[src/design/qvr_pkg.sv]
// Shared types and constants for the quaternion vector rotator.
package qvr_pkg;

  localparam int QUAT_W       = 16;
  localparam int VEC_IN_W     = 16;
  localparam int PROD_W       = QUAT_W + VEC_IN_W;
  localparam int T_W          = PROD_W + 2;
  localparam int RPROD_W      = QUAT_W + T_W;
  localparam int QUEUE_DEPTH  = 2;
  localparam int QPTR_W       = (QUEUE_DEPTH > 1) ? $clog2(QUEUE_DEPTH) : 1;
  localparam int QCNT_W       = $clog2(QUEUE_DEPTH + 1);

  localparam int QUAT_FRAC_BITS_DEF = 14;
  localparam int VEC_WIDTH_DEF      = 16;

  typedef logic signed [QUAT_W-1:0]   qvr_quat_t;
  typedef logic signed [VEC_IN_W-1:0] qvr_vec_t;
  typedef logic signed [PROD_W-1:0]   qvr_prod_t;
  typedef logic signed [T_W-1:0]      qvr_tsum_t;
  typedef logic signed [RPROD_W-1:0]  qvr_rprod_t;

  // Quaternion plus intermediate t = (0,v) * conj(q)
  typedef struct packed {
    qvr_quat_t w;
    qvr_quat_t x;
    qvr_quat_t y;
    qvr_quat_t z;
    qvr_tsum_t t0;
    qvr_tsum_t t1;
    qvr_tsum_t t2;
    qvr_tsum_t t3;
  } qvr_mid_t;

endpackage

[src/design/qvr_queue.sv]
// Short queue between front and back ends.
module qvr_queue
  import qvr_pkg::*;
(
  input  logic     clk,
  input  logic     rst_n,
  input  logic     wr_valid,
  output logic     wr_ready,
  input  qvr_mid_t wr_data,
  output logic     rd_valid,
  input  logic     rd_ready,
  output qvr_mid_t rd_data
);

  qvr_mid_t          mem_r [QUEUE_DEPTH];
  logic [QPTR_W-1:0] wr_ptr_r, rd_ptr_r;
  logic [QCNT_W-1:0] count_r;
  logic              push, pop;

  assign rd_valid = (count_r != QCNT_W'(0));
  assign pop      = rd_valid && rd_ready;
  assign wr_ready = (count_r != QCNT_W'(QUEUE_DEPTH)) || pop;
  assign push     = wr_valid && wr_ready;
  assign rd_data  = mem_r[rd_ptr_r];

  function automatic logic [QPTR_W-1:0] ptr_inc(input logic [QPTR_W-1:0] p);
    ptr_inc = (p == QPTR_W'(QUEUE_DEPTH - 1)) ? '0 : p + QPTR_W'(1);
  endfunction

  always_ff @(posedge clk) begin
    if (!rst_n) begin
      wr_ptr_r <= '0;
      rd_ptr_r <= '0;
      count_r  <= '0;
    end else begin
      if (push) wr_ptr_r <= ptr_inc(wr_ptr_r);
      if (pop)  rd_ptr_r <= ptr_inc(rd_ptr_r);
      if (push && !pop)      count_r <= count_r + QCNT_W'(1);
      else if (pop && !push) count_r <= count_r - QCNT_W'(1);
    end
  end

  always_ff @(posedge clk) begin
    if (push) mem_r[wr_ptr_r] <= wr_data;
  end

endmodule

[config.mk]
export PLATFORM = sky130hd
export DESIGN_NAME = qvr_queue
export DESIGN_NICKNAME = d
export VERILOG_FILES = /design/src/design/qvr_pkg.sv /design/src/design/qvr_queue.sv
export SDC_FILE = /design/constraint.sdc
export NUM_CORES = 1
export LEC_CHECK = 0
export BUFFER_PORTS_ARGS = -buffer_cell sky130_fd_sc_hd__buf_2
export CORE_MARGIN = 2
export CORE_UTILIZATION = 40
export CTS_CLUSTER_DIAMETER = 200
export DETAILED_ROUTE_END_ITERATION = 8
export GPL_ROUTABILITY_DRIVEN = 0
export SETUP_SLACK_MARGIN = 0.3
export SYNTH_ARGS = -nofsm -noshare
export SYNTH_HDL_FRONTEND = slang
export SYNTH_SLANG_ARGS = --single-unit
export TNS_END_PERCENT = 30
[constraint.sdc]
create_clock -name clk -period 4.88 [get_ports clk]
set_input_delay 0.244 -clock clk [delete_from_list [all_inputs] [get_ports clk]]
set_output_delay 0.244 -clock clk [all_outputs]
set_load 0.01 [all_outputs]
# Word level (Yosys, flattened, before mapping)
# Memories as Yosys holds them, arrays and structs flattened. A register that Yosys moved wholly into a read port is not among the register bits.
# Cells that the tools add are included.
# word_totals
word_cells	26
in_bits	204
mem_bits_rw	400
regBits	4
mem_count	1
# memory_table
memory	words	word_bits	read_ports	rd_clocked_by_memory_dff	wr	line_no	text
mem_r	2	200	1	1	1	qvr_queue.sv:15	qvr_mid_t mem_r [QUEUE_DEPTH];
# op_classes
n_eq_ne	1
n_mux	8
add_sub_neg	4
reduce_logical	9
# ops
operator	n
two-way mux 1 bit	6
logical AND 1 bit	4
two-way mux 2 bit	2
nonzero test 2 bit	2
adder 1 bit (second input constant)	2
adder 2 x 1 -> 2 bit (second input constant)	1
logical NOT 1 bit	2
!= test 2 bit (second input constant)	1
subtractor 2 x 1 -> 2 bit (second input constant)	1
logical OR 1 bit	1

# Logic depth before layout (Yosys ltp)
# Gate-level depths: netlist (run 1).
# depth
depth_word	8
ltp_mapped	6

# Worst setup path before layout (run 1)
# No wires, ideal clock.
# synth_timing
path_type	register to register
from	register count_r[1]
to	memory mem_r[0][0] (netlist bit), enable pin
required_ns	4.385
setup_slack_ns	0.737
path_buffers	0
arrival_ns	3.648
period_less_slack_ns	4.143
setup_ns	0.495
stages_incl_launch_ff	4
cell_sequence	dfxtp_1 > or3b_4 > and2_4 > nor2b_4
# synth_between
elab_chain_cells	6
# synth_rtl
item	line_no	text
start, declared	qvr_queue.sv:17	logic [QCNT_W-1:0] count_r;
start signal, assigned	qvr_queue.sv:38	if (push && !pop) count_r <= count_r + QCNT_W'(1);
start signal, assigned	qvr_queue.sv:39	else if (pop && !push) count_r <= count_r - QCNT_W'(1);
nonzero test 2 bit	qvr_queue.sv:20	assign rd_valid = (count_r != QCNT_W'(0));
logical AND 1 bit	qvr_queue.sv:21	assign pop = rd_valid && rd_ready;
logical OR 1 bit *	qvr_queue.sv:22	assign wr_ready = (count_r != QCNT_W'(QUEUE_DEPTH)) || pop;
net wr_ready	qvr_queue.sv:8	output logic wr_ready,
logical AND 1 bit *	qvr_queue.sv:23	assign push = wr_valid && wr_ready;
two-way mux 1 bit *	qvr_queue.sv:44	if (push) mem_r[wr_ptr_r] <= wr_data;
two-way mux 1 bit (implied by the code) *	qvr_queue.sv:44	
end, declared	qvr_queue.sv:15	
# Mark *: on every way through the listed nets, which the timed path passes. The rest lies on a longest branch.

==> run_results.csv, run 1 <==
group,metric,value,unit
outcome,outcome,"finished clean",
logic_synthesis,synth.lib_cells_used.distinct,19,
cts,cts_inserted_buffers,43,
logic_synthesis,yosys_register_bits,405,
timing,finalWorstPathRequiredPeriod,2.85,ns
cts,cts-hold-fix-buffers,202,
timing,timing.slew.headroom,0.313,
placement,port_buffers,405,
drt,routed_wl,32100,microns
worst_setup_path,reg2reg_depth,4,
global_route,first_pass_grt_wire_length,48700,microns
logic_synthesis,sequential_cell_area_fraction_in_the_yosys_report,0.828,
layout,nNetsFinal,1488,
worst_setup_path,crit_path_start_kind,"flop",
drt,route.detailed.wl_per_inst,18.0,microns
cts,post-cts-setup-buffer-count,0,
layout,area_of_the_multi_input_gates,0.00241,sq mm
placement,dp.cells,1504,
logic_synthesis,syn-mean-instance-area,22.6,sq um
global_route,gr-max-usage-layer,"met2",
worst_setup_path,worstReg2RegEnd,"mem_r[0][125]$_DFFE_PP_",
layout,post_route_cells_drive_above_1_share,0.515,
timing,hold_viol_final,0,
timing,fmax,351,MHz
logic_synthesis,synthArstFlopShare,0,
logic_synthesis,synth_area,0.0146,sq mm
logic_synthesis,synth_commonest_cells,"sky130_fd_sc_hd__edfxtp_1, sky130_fd_sc_hd__mux2_2, sky130_fd_sc_hd__buf_2",
global_route,grt_start_max_net_pins,115,
cts,cts-resized-gates,0,
timing,post-route-period-util,0.584,
power_and_ir_drop,ir_worst_vdd,327,uV
cts,clock_slew_at_the_register_clock_pins_of_the_worst_setup_and_hold_paths,0.05,ns
logic_synthesis,synthDominantCellAreaShare,0.821,
floorplanning,io_pins,406,
floorplanning,design.die.area,0.0381,sq mm
worst_setup_path,critical_path_required,4.64,ns
logic_synthesis,yosys_most_used_dff,"sky130_fd_sc_hd__edfxtp_1",
drt,final_antenna_net_count,0,
floorplanning,rows,70,
logic_synthesis,post_synth_inst_count,646,
timing,skew,0.00808,ns
global_route,grt_overflow_total,0,
floorplanning,placeableCoreArea,0.0363,sq mm
worst_setup_path,cp-endpoint,"rd_data[117]",
floorplanning,dieHeight,195,microns
global_route,global_route.usage.total,0.166,
layout,sequential_cell_area,0.0121,sq mm
worst_setup_path,worst-endpoint-arrival,2.61,ns
worst_hold_path,hold_path.class,"input port to flop",
logic_synthesis,synth.net_count,851,
power_and_ir_drop,power.total,9.78,mW
logic_synthesis,ys.warnings.count,0,
worst_hold_path,hold_path.startpoint,"rd_ready",
drt,drt_drc_violations_left,0,
logic_synthesis,synth_most_common_cell,"sky130_fd_sc_hd__edfxtp_1",
worst_setup_path,timing.critical_path.cells,"buf_12 -> mux2_2 -> buf_2",
worst_setup_path,ff2ff_setup_slack,2.35,ns
cts,cts_root_buf,"sky130_fd_sc_hd__clkbuf_16",
floorplanning,start_util,0.402,
cts,clkSinkCount,405,
drt,vias_per_cell,4.63,
worst_setup_path,reg2reg_from,"count_r[0]$_SDFFE_PN0P_",
logic_synthesis,synth-edff-count,400,
global_route,grt_antenna_before_repair,2,
timing,holdWs,0.133,ns
timing,setup_viol,0,
layout,synthToLayoutAreaGrowth,41.4,%
power_and_ir_drop,power.leakage,7.76,nW
drt,first_pass_iters,5,
global_route,first_global_vias,9018,
cts,ctsHtreeMaxLevel,2,
worst_setup_path,critical_path.max_stage_delay,0.79,ns
logic_synthesis,post_synth_main_area_contributors,"sky130_fd_sc_hd__edfxtp_1, sky130_fd_sc_hd__mux2_2, sky130_fd_sc_hd__buf_2, sky130_fd_sc_hd__dfxtp_1, sky130_fd_sc_hd__and2_1",
cts,clkLatencyLatePin,0.55,ns
floorplanning,die_width,195,microns
cts,cts_tree,"yes",
job,max_cap_violations,0,
power_and_ir_drop,cellPowerDensity,473,mW/mm^2
worst_setup_path,endpoint_kind,"primary output",
global_route,grt_met1_use,0.190,
layout,layoutNonFillerInstCount,1784,
timing,rsz_0062_raised_after_global_routing,"no",
timing,drv_slew,0,
global_route,grt_util_met3,0.0579,
drt,drt_iter0_drcs,336,
cts,max-clock-path-buffers,3,
worst_setup_path,cp_max_fo,114,
worst_setup_path,cpMaxStageDelayCell,"sky130_fd_sc_hd__dfxtp_4",
placement,detailed_place_hpwl,19500,microns
worst_setup_path,critPathKind,"flop to primary output",
layout,n_fill_cell,2794,
timing,worst_slew_pin_slew,1.03,ns
timing,totalNegativeSetupSlack,0,ns
drt,num_vias,8267,
logic_synthesis,synth_top_area_cell,"sky130_fd_sc_hd__edfxtp_1",
global_route,grt_util_met2,0.282,
-- power breakdown --
| group | internal, mW | total (mW) | switching, mW | leakage [nW] |
|---|---|---|---|---|
| clock | 1.99 | 3.27 | 1.28 | 0.693 |
| sequential | 4.23 | 4.36 | 0.130 | 3.79 |
| combinational | 1.05 | 2.14 | 1.09 | 3.28 |
| total | 7.27 | 9.78 | 2.51 | 7.76 |
-- worst min path at each step --
stage / slack, ns / depth (start not counted) / to
after global routing: 0.15 / 4 / wr_ptr_r$_SDFFE_PN0N_
after floorplan: 0.34 / 0 / mem_r[0][0]$_DFFE_PP_
after detailed placement: 0.44 / 1 / mem_r[1][11]$_DFFE_PP_
final: 0.13 / 4 / wr_ptr_r$_SDFFE_PN0N_
after global placement: 0.43 / 1 / mem_r[1][45]$_DFFE_PP_
after CTS: 0.1 / 4 / wr_ptr_r$_SDFFE_PN0N_
-- registers in the layout, summed over array words and instances (netlist names), named ones only --
| signal | flops |
|---|---|
| mem_r | 400 |
| rd_ptr_r | 1 |
| wr_ptr_r | 1 |
| count_r | 2 |
-- through the flow --
stage / cell area [sq um] / worst slack, ns / util
after floorplan: 14600 / 0.737 / -
after global placement: 17200 / 2.35 / 0.474
after detailed placement: 17200 / 2.33 / 0.474
after CTS: 20700 / 1.95 / 0.569
after global routing: 20700 / 1.86 / 0.569
final: 20700 / 2.03 / 0.569
-- cell families (layout without fill, tap and decap cells) --
| kind of cell | after synthesis | count (layout) | synth area share |
|---|---|---|---|
| XOR/XNOR | 3 | 3 | 0.00180 |
| buffers and inverters | 22 | 690 | 0.00753 |
| multiplexers | 200 | 200 | 0.154 |
| AND/OR/NAND/NOR | 11 | 11 | 0.00582 |
| adder cells (fa/ha/maj) | 1 | 1 | 0.000855 |
| flip-flops | 405 | 405 | 0.828 |
| other | 0 | 2 | 0 |
| AO/OA/AOI/OAI | 4 | 4 | 0.00180 |
-- critical path: cells and delay by family (launching register included) --
kind	cells	cell delay, ns
buf+inv	2	0.69
flops	1	0.79
mux	1	0.45
-- metal layers --
metal	wire [microns]	share of wire
met1	12500	0.39
met3	2560	0.080
met5	0	0
met2	16000	0.50
met4	1010	0.032
-- cell type report --
type	instances	area share
tap	468	0.0283
multi-input combinational	219	0.116
sequential	405	0.586
antenna	2	0.000242
clock inverter	25	0.0128
timing repair buffer	614	0.201
clock buffer	51	0.0556
-- placed cells by master (no fill, tap or decap) --
master and instances:
sky130_fd_sc_hd__and2_4 1, sky130_fd_sc_hd__or3b_4 1, sky130_fd_sc_hd__and3_4 1, sky130_fd_sc_hd__dfxtp_4 1, sky130_fd_sc_hd__nand4b_1 1, sky130_fd_sc_hd__mux2_2 200
sky130_fd_sc_hd__clkinv_1 12, sky130_fd_sc_hd__inv_6 1, sky130_fd_sc_hd__bufinv_16 6, sky130_fd_sc_hd__or3_1 1, sky130_fd_sc_hd__clkbuf_1 6, sky130_fd_sc_hd__xnor2_1 2
sky130_fd_sc_hd__buf_12 4, sky130_fd_sc_hd__buf_4 3, sky130_fd_sc_hd__dlygate4sd3_1 202, sky130_fd_sc_hd__dfxtp_1 4, sky130_fd_sc_hd__edfxtp_1 400, sky130_fd_sc_hd__ha_1 1
sky130_fd_sc_hd__clkinv_2 6, sky130_fd_sc_hd__xor2_1 1, sky130_fd_sc_hd__nand2_1 1, sky130_fd_sc_hd__diode_2 2, sky130_fd_sc_hd__buf_2 405, sky130_fd_sc_hd__and2_1 3
sky130_fd_sc_hd__clkbuf_16 45, sky130_fd_sc_hd__or2_2 1, sky130_fd_sc_hd__o21ai_2 1, sky130_fd_sc_hd__nor2b_4 1, sky130_fd_sc_hd__a21boi_1 1, sky130_fd_sc_hd__o21ai_0 2
Note: power is estimated with default switching activity, not from simulation.
==> inputs of run 2 (changes only) <==
ABC_AREA = 1   (was not set)
clock period = 2.7 ns   (was 4.88 ns; I/O delays follow)
==> run 2 against run 1 <==
Hold slack got worse by 0.070 ns. Highest routed layer unchanged. Clock-buffer cell count is 4 higher. Routed wire length is 1.7% higher. Register-to-register slack got worse by 1.6 ns. Sequential power increased by 76%. Non-clock buffer count rose by 9. Die area rose by 1.2%. Clock power up 71%. Largest power group unchanged. Global-route usage decreased by 0.20 points. Cell area is 0.64% higher. Largest cell class unchanged.
==> run_results.csv, run 2 <==
group,metric,value,unit
drt,first_pass_iters,7,
layout,top_register_by_number_of_flip_flops,"mem_r",
layout,nNetsFinal,1511,
timing,hold_viol_final,0,
floorplanning,dieHeight,196,microns
logic_synthesis,synth_area,0.0148,sq mm
global_route,grt_antenna_before_repair,2,
timing,drv_slew,0,
placement,port_buffers,405,
drt,drt_iter0_drcs,322,
layout,most_common_cell_after_layout_fill_and_taps_aside,"sky130_fd_sc_hd__buf_2",
drt,final_antenna_net_count,0,
timing,setup_viol,0,
logic_synthesis,synth_commonest_cells,"sky130_fd_sc_hd__edfxtp_1, sky130_fd_sc_hd__mux2_2, sky130_fd_sc_hd__clkbuf_8",
timing,fmax,452,MHz
logic_synthesis,post_synth_inst_count,660,
global_route,first_global_vias,8925,
layout,reg_top3,"mem_r: 400 flops, count_r: 2 flops",
cts,cts_root_buf,"sky130_fd_sc_hd__clkbuf_16",
cts,clkLatencyLatePin,0.54,ns
logic_synthesis,sequential_cell_area_fraction_in_the_yosys_report,0.818,
timing,finalWorstPathRequiredPeriod,2.21,ns
timing,post-route-worst-setup-slack,0.485,ns
worst_setup_path,worst-endpoint-arrival,2.08,ns
layout,synthToLayoutAreaGrowth,40.5,%
timing,totalNegativeSetupSlack,0,ns
cts,ctsHtreeMaxLevel,2,
placement,pre_cts_ws,0.675,ns
cts,cts_tree,"yes",
layout,layoutNonFillerInstCount,1810,
outcome,outcome,"finished clean",
logic_synthesis,post_synth_main_area_contributors,"sky130_fd_sc_hd__edfxtp_1, sky130_fd_sc_hd__mux2_2, sky130_fd_sc_hd__clkbuf_8, sky130_fd_sc_hd__dfxtp_1, sky130_fd_sc_hd__inv_1",
logic_synthesis,synth.net_count,865,
logic_synthesis,yosys_most_used_dff,"sky130_fd_sc_hd__edfxtp_1",
worst_setup_path,endpoint_kind,"primary output",
timing,post-route-period-util,0.820,
logic_synthesis,synth-edff-count,400,
power_and_ir_drop,power.total,16.1,mW
layout,utilization,0.570,
logic_synthesis,synth_most_common_cell,"sky130_fd_sc_hd__edfxtp_1",
logic_synthesis,yosys_register_bits,405,
power_and_ir_drop,ir_worst_vdd,519,uV
global_route,grt_met1_use,0.194,
cts,post-cts-setup-buffer-count,0,
floorplanning,rows,70,
drt,vias_per_cell,4.64,
global_route,gr-max-usage-layer,"met2",
job,max_cap_violations,0,
logic_synthesis,ys.warnings.count,0,
cts,clkSinkCount,405,
floorplanning,placeableCoreArea,0.0365,sq mm
timing,skew,0.00897,ns
placement,dp.cells,1527,
worst_setup_path,crit_path_start_kind,"flop",
global_route,grt_start_max_net_pins,101,
layout,final_cell_mix,"sky130_fd_sc_hd__buf_2, sky130_fd_sc_hd__edfxtp_1, sky130_fd_sc_hd__dlygate4sd3_1",
placement,detailed_place_hpwl,21000,microns
drt,routed_wl,32600,microns
drt,drt_drc_violations_left,0,
placement,placedInstanceArea,0.0174,sq mm
floorplanning,io_pins,406,
drt,route.detailed.wl_per_inst,18.0,microns
timing,rsz_0062_raised_after_global_routing,"no",
global_route,grt_overflow_total,0,
cts,clock_slew_at_the_register_clock_pins_of_the_worst_setup_and_hold_paths,0.06,ns
timing,holdWs,0.0628,ns
worst_setup_path,cp_max_fo,50,
global_route,grt_util_met2,0.284,
logic_synthesis,syn-mean-instance-area,22.4,sq um
cts,cts_inserted_buffers,43,
timing,worst_slew_pin_slew,0.729,ns
layout,largest_reg_flops,400,
logic_synthesis,synth_top_area_cell,"sky130_fd_sc_hd__edfxtp_1",
global_route,grt_util_met3,0.0400,
global_route,first_pass_grt_wire_length,48500,microns
power_and_ir_drop,cellPowerDensity,772,mW/mm^2
logic_synthesis,synthArstFlopShare,0,
power_and_ir_drop,power.leakage,7.83,nW
worst_setup_path,critical_path_required,2.57,ns
worst_hold_path,hold_path.class,"input port to flop",
cts,max-clock-path-buffers,3,
layout,post_route_cells_drive_above_1_share,0.512,
logic_synthesis,synthDominantCellAreaShare,0.811,
timing,timing.slew.headroom,0.513,
floorplanning,die_width,196,microns
layout,post-route-cell-area,0.0208,sq mm
worst_setup_path,critPathKind,"flop to primary output",
logic_synthesis,synth.lib_cells_used.distinct,13,
global_route,global_route.usage.total,0.164,
drt,num_vias,8393,
floorplanning,design.die.area,0.0386,sq mm
floorplanning,start_util,0.405,
## run 2: final timing paths
kind | slack (ns) | startpoint | to | cells after the start
worst max-delay path | 0.49 | flop | rd_data[164] | 3
worst min-delay path | 0.06 | rd_ready | wr_ptr_r$_SDFFE_PN0N_ | 5
worst max register to register | 0.76 | count_r[1]$_SDFFE_PN0P_ | mem_r[1][71]$_DFFE_PP_ | 4
worst min register to register | 0.51 | count_r[0]$_SDFFE_PN0P_ | count_r[0]$_SDFFE_PN0P_ | 2
## run 2: routing by layer
layer  vias to the layer above  routed length, microns
li1                       3923                       -
met1                      4140                   12900
met2                       272                   16800
met3                        58                    1930
met4                         0                    1100
met5                         -                       0
## run 2: final cells by class
class / instances / area [sq um]
inverters: 9 / 40.0
multi-input cells: 224 / 2400
fillers: 2818 / 15700
diodes: 2 / 5.00
clock inverters: 24 / 188
well taps: 468 / 586
clock buffers: 55 / 1160
flip-flops and latches: 405 / 12100
repair buffers: 623 / 4310
## run 2: report_power, final
group	total [mW]	internal [mW]	switching (mW)
combinational	2.79	1.36	1.43
clock	5.60	3.33	2.28
sequential	7.66	7.52	0.141
total	16.1	12.2	3.85
## run 2: kinds of logic after synthesis
| group | count (synthesis) | share of synthesized area |
|---|---|---|
| buf+inv | 31 | 0.0224 |
| fa+ha+maj | 1 | 0.000845 |
| compound gates | 4 | 0.00135 |
| flops | 405 | 0.818 |
| simple gates | 19 | 0.00524 |
| mux | 200 | 0.152 |
## run 2: what timing repair did
item                      in CTS  in global routing
hold buffers                 202                  0
gates resized for setup        0                  0
hold endpoints to repair     405                  0
## run 2: worst max-delay path, cell delays in order, from the launching register on
cell and delay (ns):
sky130_fd_sc_hd__dfxtp_4 0.58, sky130_fd_sc_hd__buf_12 0.32, sky130_fd_sc_hd__mux2_2 0.42, sky130_fd_sc_hd__buf_2 0.15
==> inputs of run 3 (changes only) <==
clock period = 2.1 ns   (was 2.7 ns; I/O delays follow)
==> run 3 against run 2 <==
Utilization up 3.0 points. Worst setup slack worse by 0.32 ns. Die area unchanged. Clock skew up 0.0082 ns. Clock power up 26%. Final cell count up 1.8%. Critical path type unchanged. Highest routed layer unchanged.
==> run_results.csv, run 3 (synthesized netlist as in run 2, its figures left out) <==
group,metric,value,unit
outcome,outcome,"finished clean",
worst_setup_path,worst-endpoint-arrival,1.83,ns
timing,hold_viol_final,0,
timing,finalWorstPathRequiredPeriod,1.94,ns
worst_hold_path,hold_path.class,"input port to flop",
layout,final_cell_mix,"sky130_fd_sc_hd__edfxtp_1, sky130_fd_sc_hd__buf_2, sky130_fd_sc_hd__dlygate4sd3_1",
global_route,first_pass_grt_wire_length,51300,microns
timing,skew,0.0171,ns
drt,drt_drc_violations_left,0,
layout,post-route-cell-area,0.0219,sq mm
drt,first_pass_iters,4,
placement,detailed_place_hpwl,20800,microns
cts,clock_slew_at_the_register_clock_pins_of_the_worst_setup_and_hold_paths,0.06,ns
worst_setup_path,critical_path.max_stage_delay,0.37,ns
power_and_ir_drop,cellPowerDensity,984,mW/mm^2
timing,timing.slew.headroom,0.805,
cts,max-clock-path-buffers,3,
cts,ctsHtreeMaxLevel,2,
cts,clkLatencyLatePin,0.55,ns
layout,top_register_by_number_of_flip_flops,"mem_r",
global_route,grt_overflow_total,0,
worst_setup_path,timing.critical_path.max_delay_family,"buffers and inverters",
power_and_ir_drop,power.leakage,8.36,nW
floorplanning,die_width,196,microns
job,max_cap_violations,0,
cts,cts_inserted_buffers,43,
worst_setup_path,endpoint_kind,"primary output",
power_and_ir_drop,power.total,21.5,mW
placement,port_buffers,405,
layout,reg_top3,"mem_r: 400 flops, count_r: 2 flops",
worst_setup_path,timing.critical_path.cells,"buf_12 -> clkbuf_16 -> mux2_2 -> buf_2",
cts,cts_root_buf,"sky130_fd_sc_hd__clkbuf_16",
floorplanning,rows,70,
power_and_ir_drop,ir_worst_vdd,649,uV
global_route,grt_antenna_before_repair,3,
layout,synthToLayoutAreaGrowth,47.9,%
floorplanning,placeableCoreArea,0.0365,sq mm
drt,drt_iter0_drcs,275,
worst_setup_path,critical_path_required,2.00,ns
cts,clkSinkCount,405,
floorplanning,design.die.area,0.0386,sq mm
global_route,first_global_vias,9282,
timing,post-route-period-util,0.922,
layout,largest_reg_flops,400,
global_route,grt_start_max_net_pins,49,
drt,num_vias,8702,
cts,cts_tree,"yes",
timing,drv_slew,0,
drt,routed_wl,35700,microns
worst_setup_path,cp.buffers_inverters,3,
global_route,global_route.usage.total,0.176,
worst_setup_path,critPathKind,"flop to primary output",
worst_setup_path,cp_max_fo,12,
layout,nNetsFinal,1547,
worst_setup_path,cpMaxStageDelayCell,"sky130_fd_sc_hd__dfxtp_4",
drt,route.detailed.wl_per_inst,19.4,microns
floorplanning,start_util,0.405,
layout,most_common_cell_after_layout_fill_and_taps_aside,"sky130_fd_sc_hd__edfxtp_1",
timing,worst_slew_pin_slew,0.293,ns
timing,rsz_0062_raised_after_global_routing,"yes",
floorplanning,dieHeight,196,microns
layout,post_route_cells_drive_above_1_share,0.525,
worst_setup_path,crit_path_start_kind,"flop",
floorplanning,io_pins,406,
timing,fmax,517,MHz
placement,placedInstanceArea,0.0175,sq mm
drt,vias_per_cell,4.72,
timing,setup_viol,0,
drt,final_antenna_net_count,0,
run 3: changes by cell type in the layout (fill, tap and decap cells not counted), sizes merged:
cell | before | now
buf | 421 | 448
bufinv | 3 | 2
clkbuf | 55 | 59
clkinv | 21 | 20
clkinvlp | 1 | 2
diode | 2 | 3
dlygate4sd3 | 202 | 204
run 3: timing repair:
item / in CTS / in global routing
setup endpoints to repair: 196 / 199
buffers inserted: 7 / 1
resized for setup: 50 / 64
hold buffers: 204 / 0
gates cloned: 9 / 7
endpoints found under the hold margin: 405 / 0
run 3: worst register-to-register path, cell delays in order, from the launching register on:
cell and delay (ns):
sky130_fd_sc_hd__dfxtp_2 0.35, sky130_fd_sc_hd__inv_4 0.05, sky130_fd_sc_hd__nand3_4 0.11, sky130_fd_sc_hd__nand2_4 0.07, sky130_fd_sc_hd__nor2_4 0.16, sky130_fd_sc_hd__buf_12 0.29
sky130_fd_sc_hd__buf_4 0.29
run 3: worst paths after layout:
kind                             end  slack (ns)                     from  cells past startpoint
max                      rd_data[32]        0.16                     flop                      4
max reg2reg  mem_r[0][146]$_DFFE_PP_        0.46  count_r[0]$_SDFFE_PN0P_                      6
min          mem_r[1][136]$_DFFE_PP_        0.27             wr_data[136]                      2
min reg2reg    rd_ptr_r$_SDFFE_PN0P_        0.51    rd_ptr_r$_SDFFE_PN0P_                      2
run 3: power by group:
| part | internal [mW] | switching (mW) |
|---|---|---|
| Clock | 4.12 | 2.95 |
| Sequential | 9.66 | 0.149 |
| Combinational | 2.50 | 2.15 |
run 3: layout make-up:
type	count	area, sq um
fillers	2690	14600
flip-flops and latches	405	12100
repair buffers	659	5300
multi-input cells	224	2530
clock buffers	52	1150
well taps	468	586
clock inverters	23	154
inverters	9	40.0
diodes	3	7.51
run 3: metrics by stage:
step / cells / util / setup TNS (ns) / hold slack (ns) / setup slack, ns
finish: 1843 / 0.599 / 0 / 0.272 / 0.164
global route: 1843 / 0.599 / 0 / 0.256 / 0.102
CTS: 1832 / 0.586 / 0 / 0.236 / 0.115
detailed placement: 1537 / 0.480 / 0 / 0.296 / 0.443
global placement: 1537 / 0.480 / 0 / 0.293 / 0.468
floorplan: 660 / - / -740.90 / 0.204 / -1.86
run 3: layer usage:
layer  vias to the layer above  global-route usage  wire (microns)
li1                       4019                   -               -
met1                      4325               0.206           14000
met2                       281               0.307           18200
met3                        77              0.0424            2110
met4                         0              0.0833            1370
met5                         -                   0               0
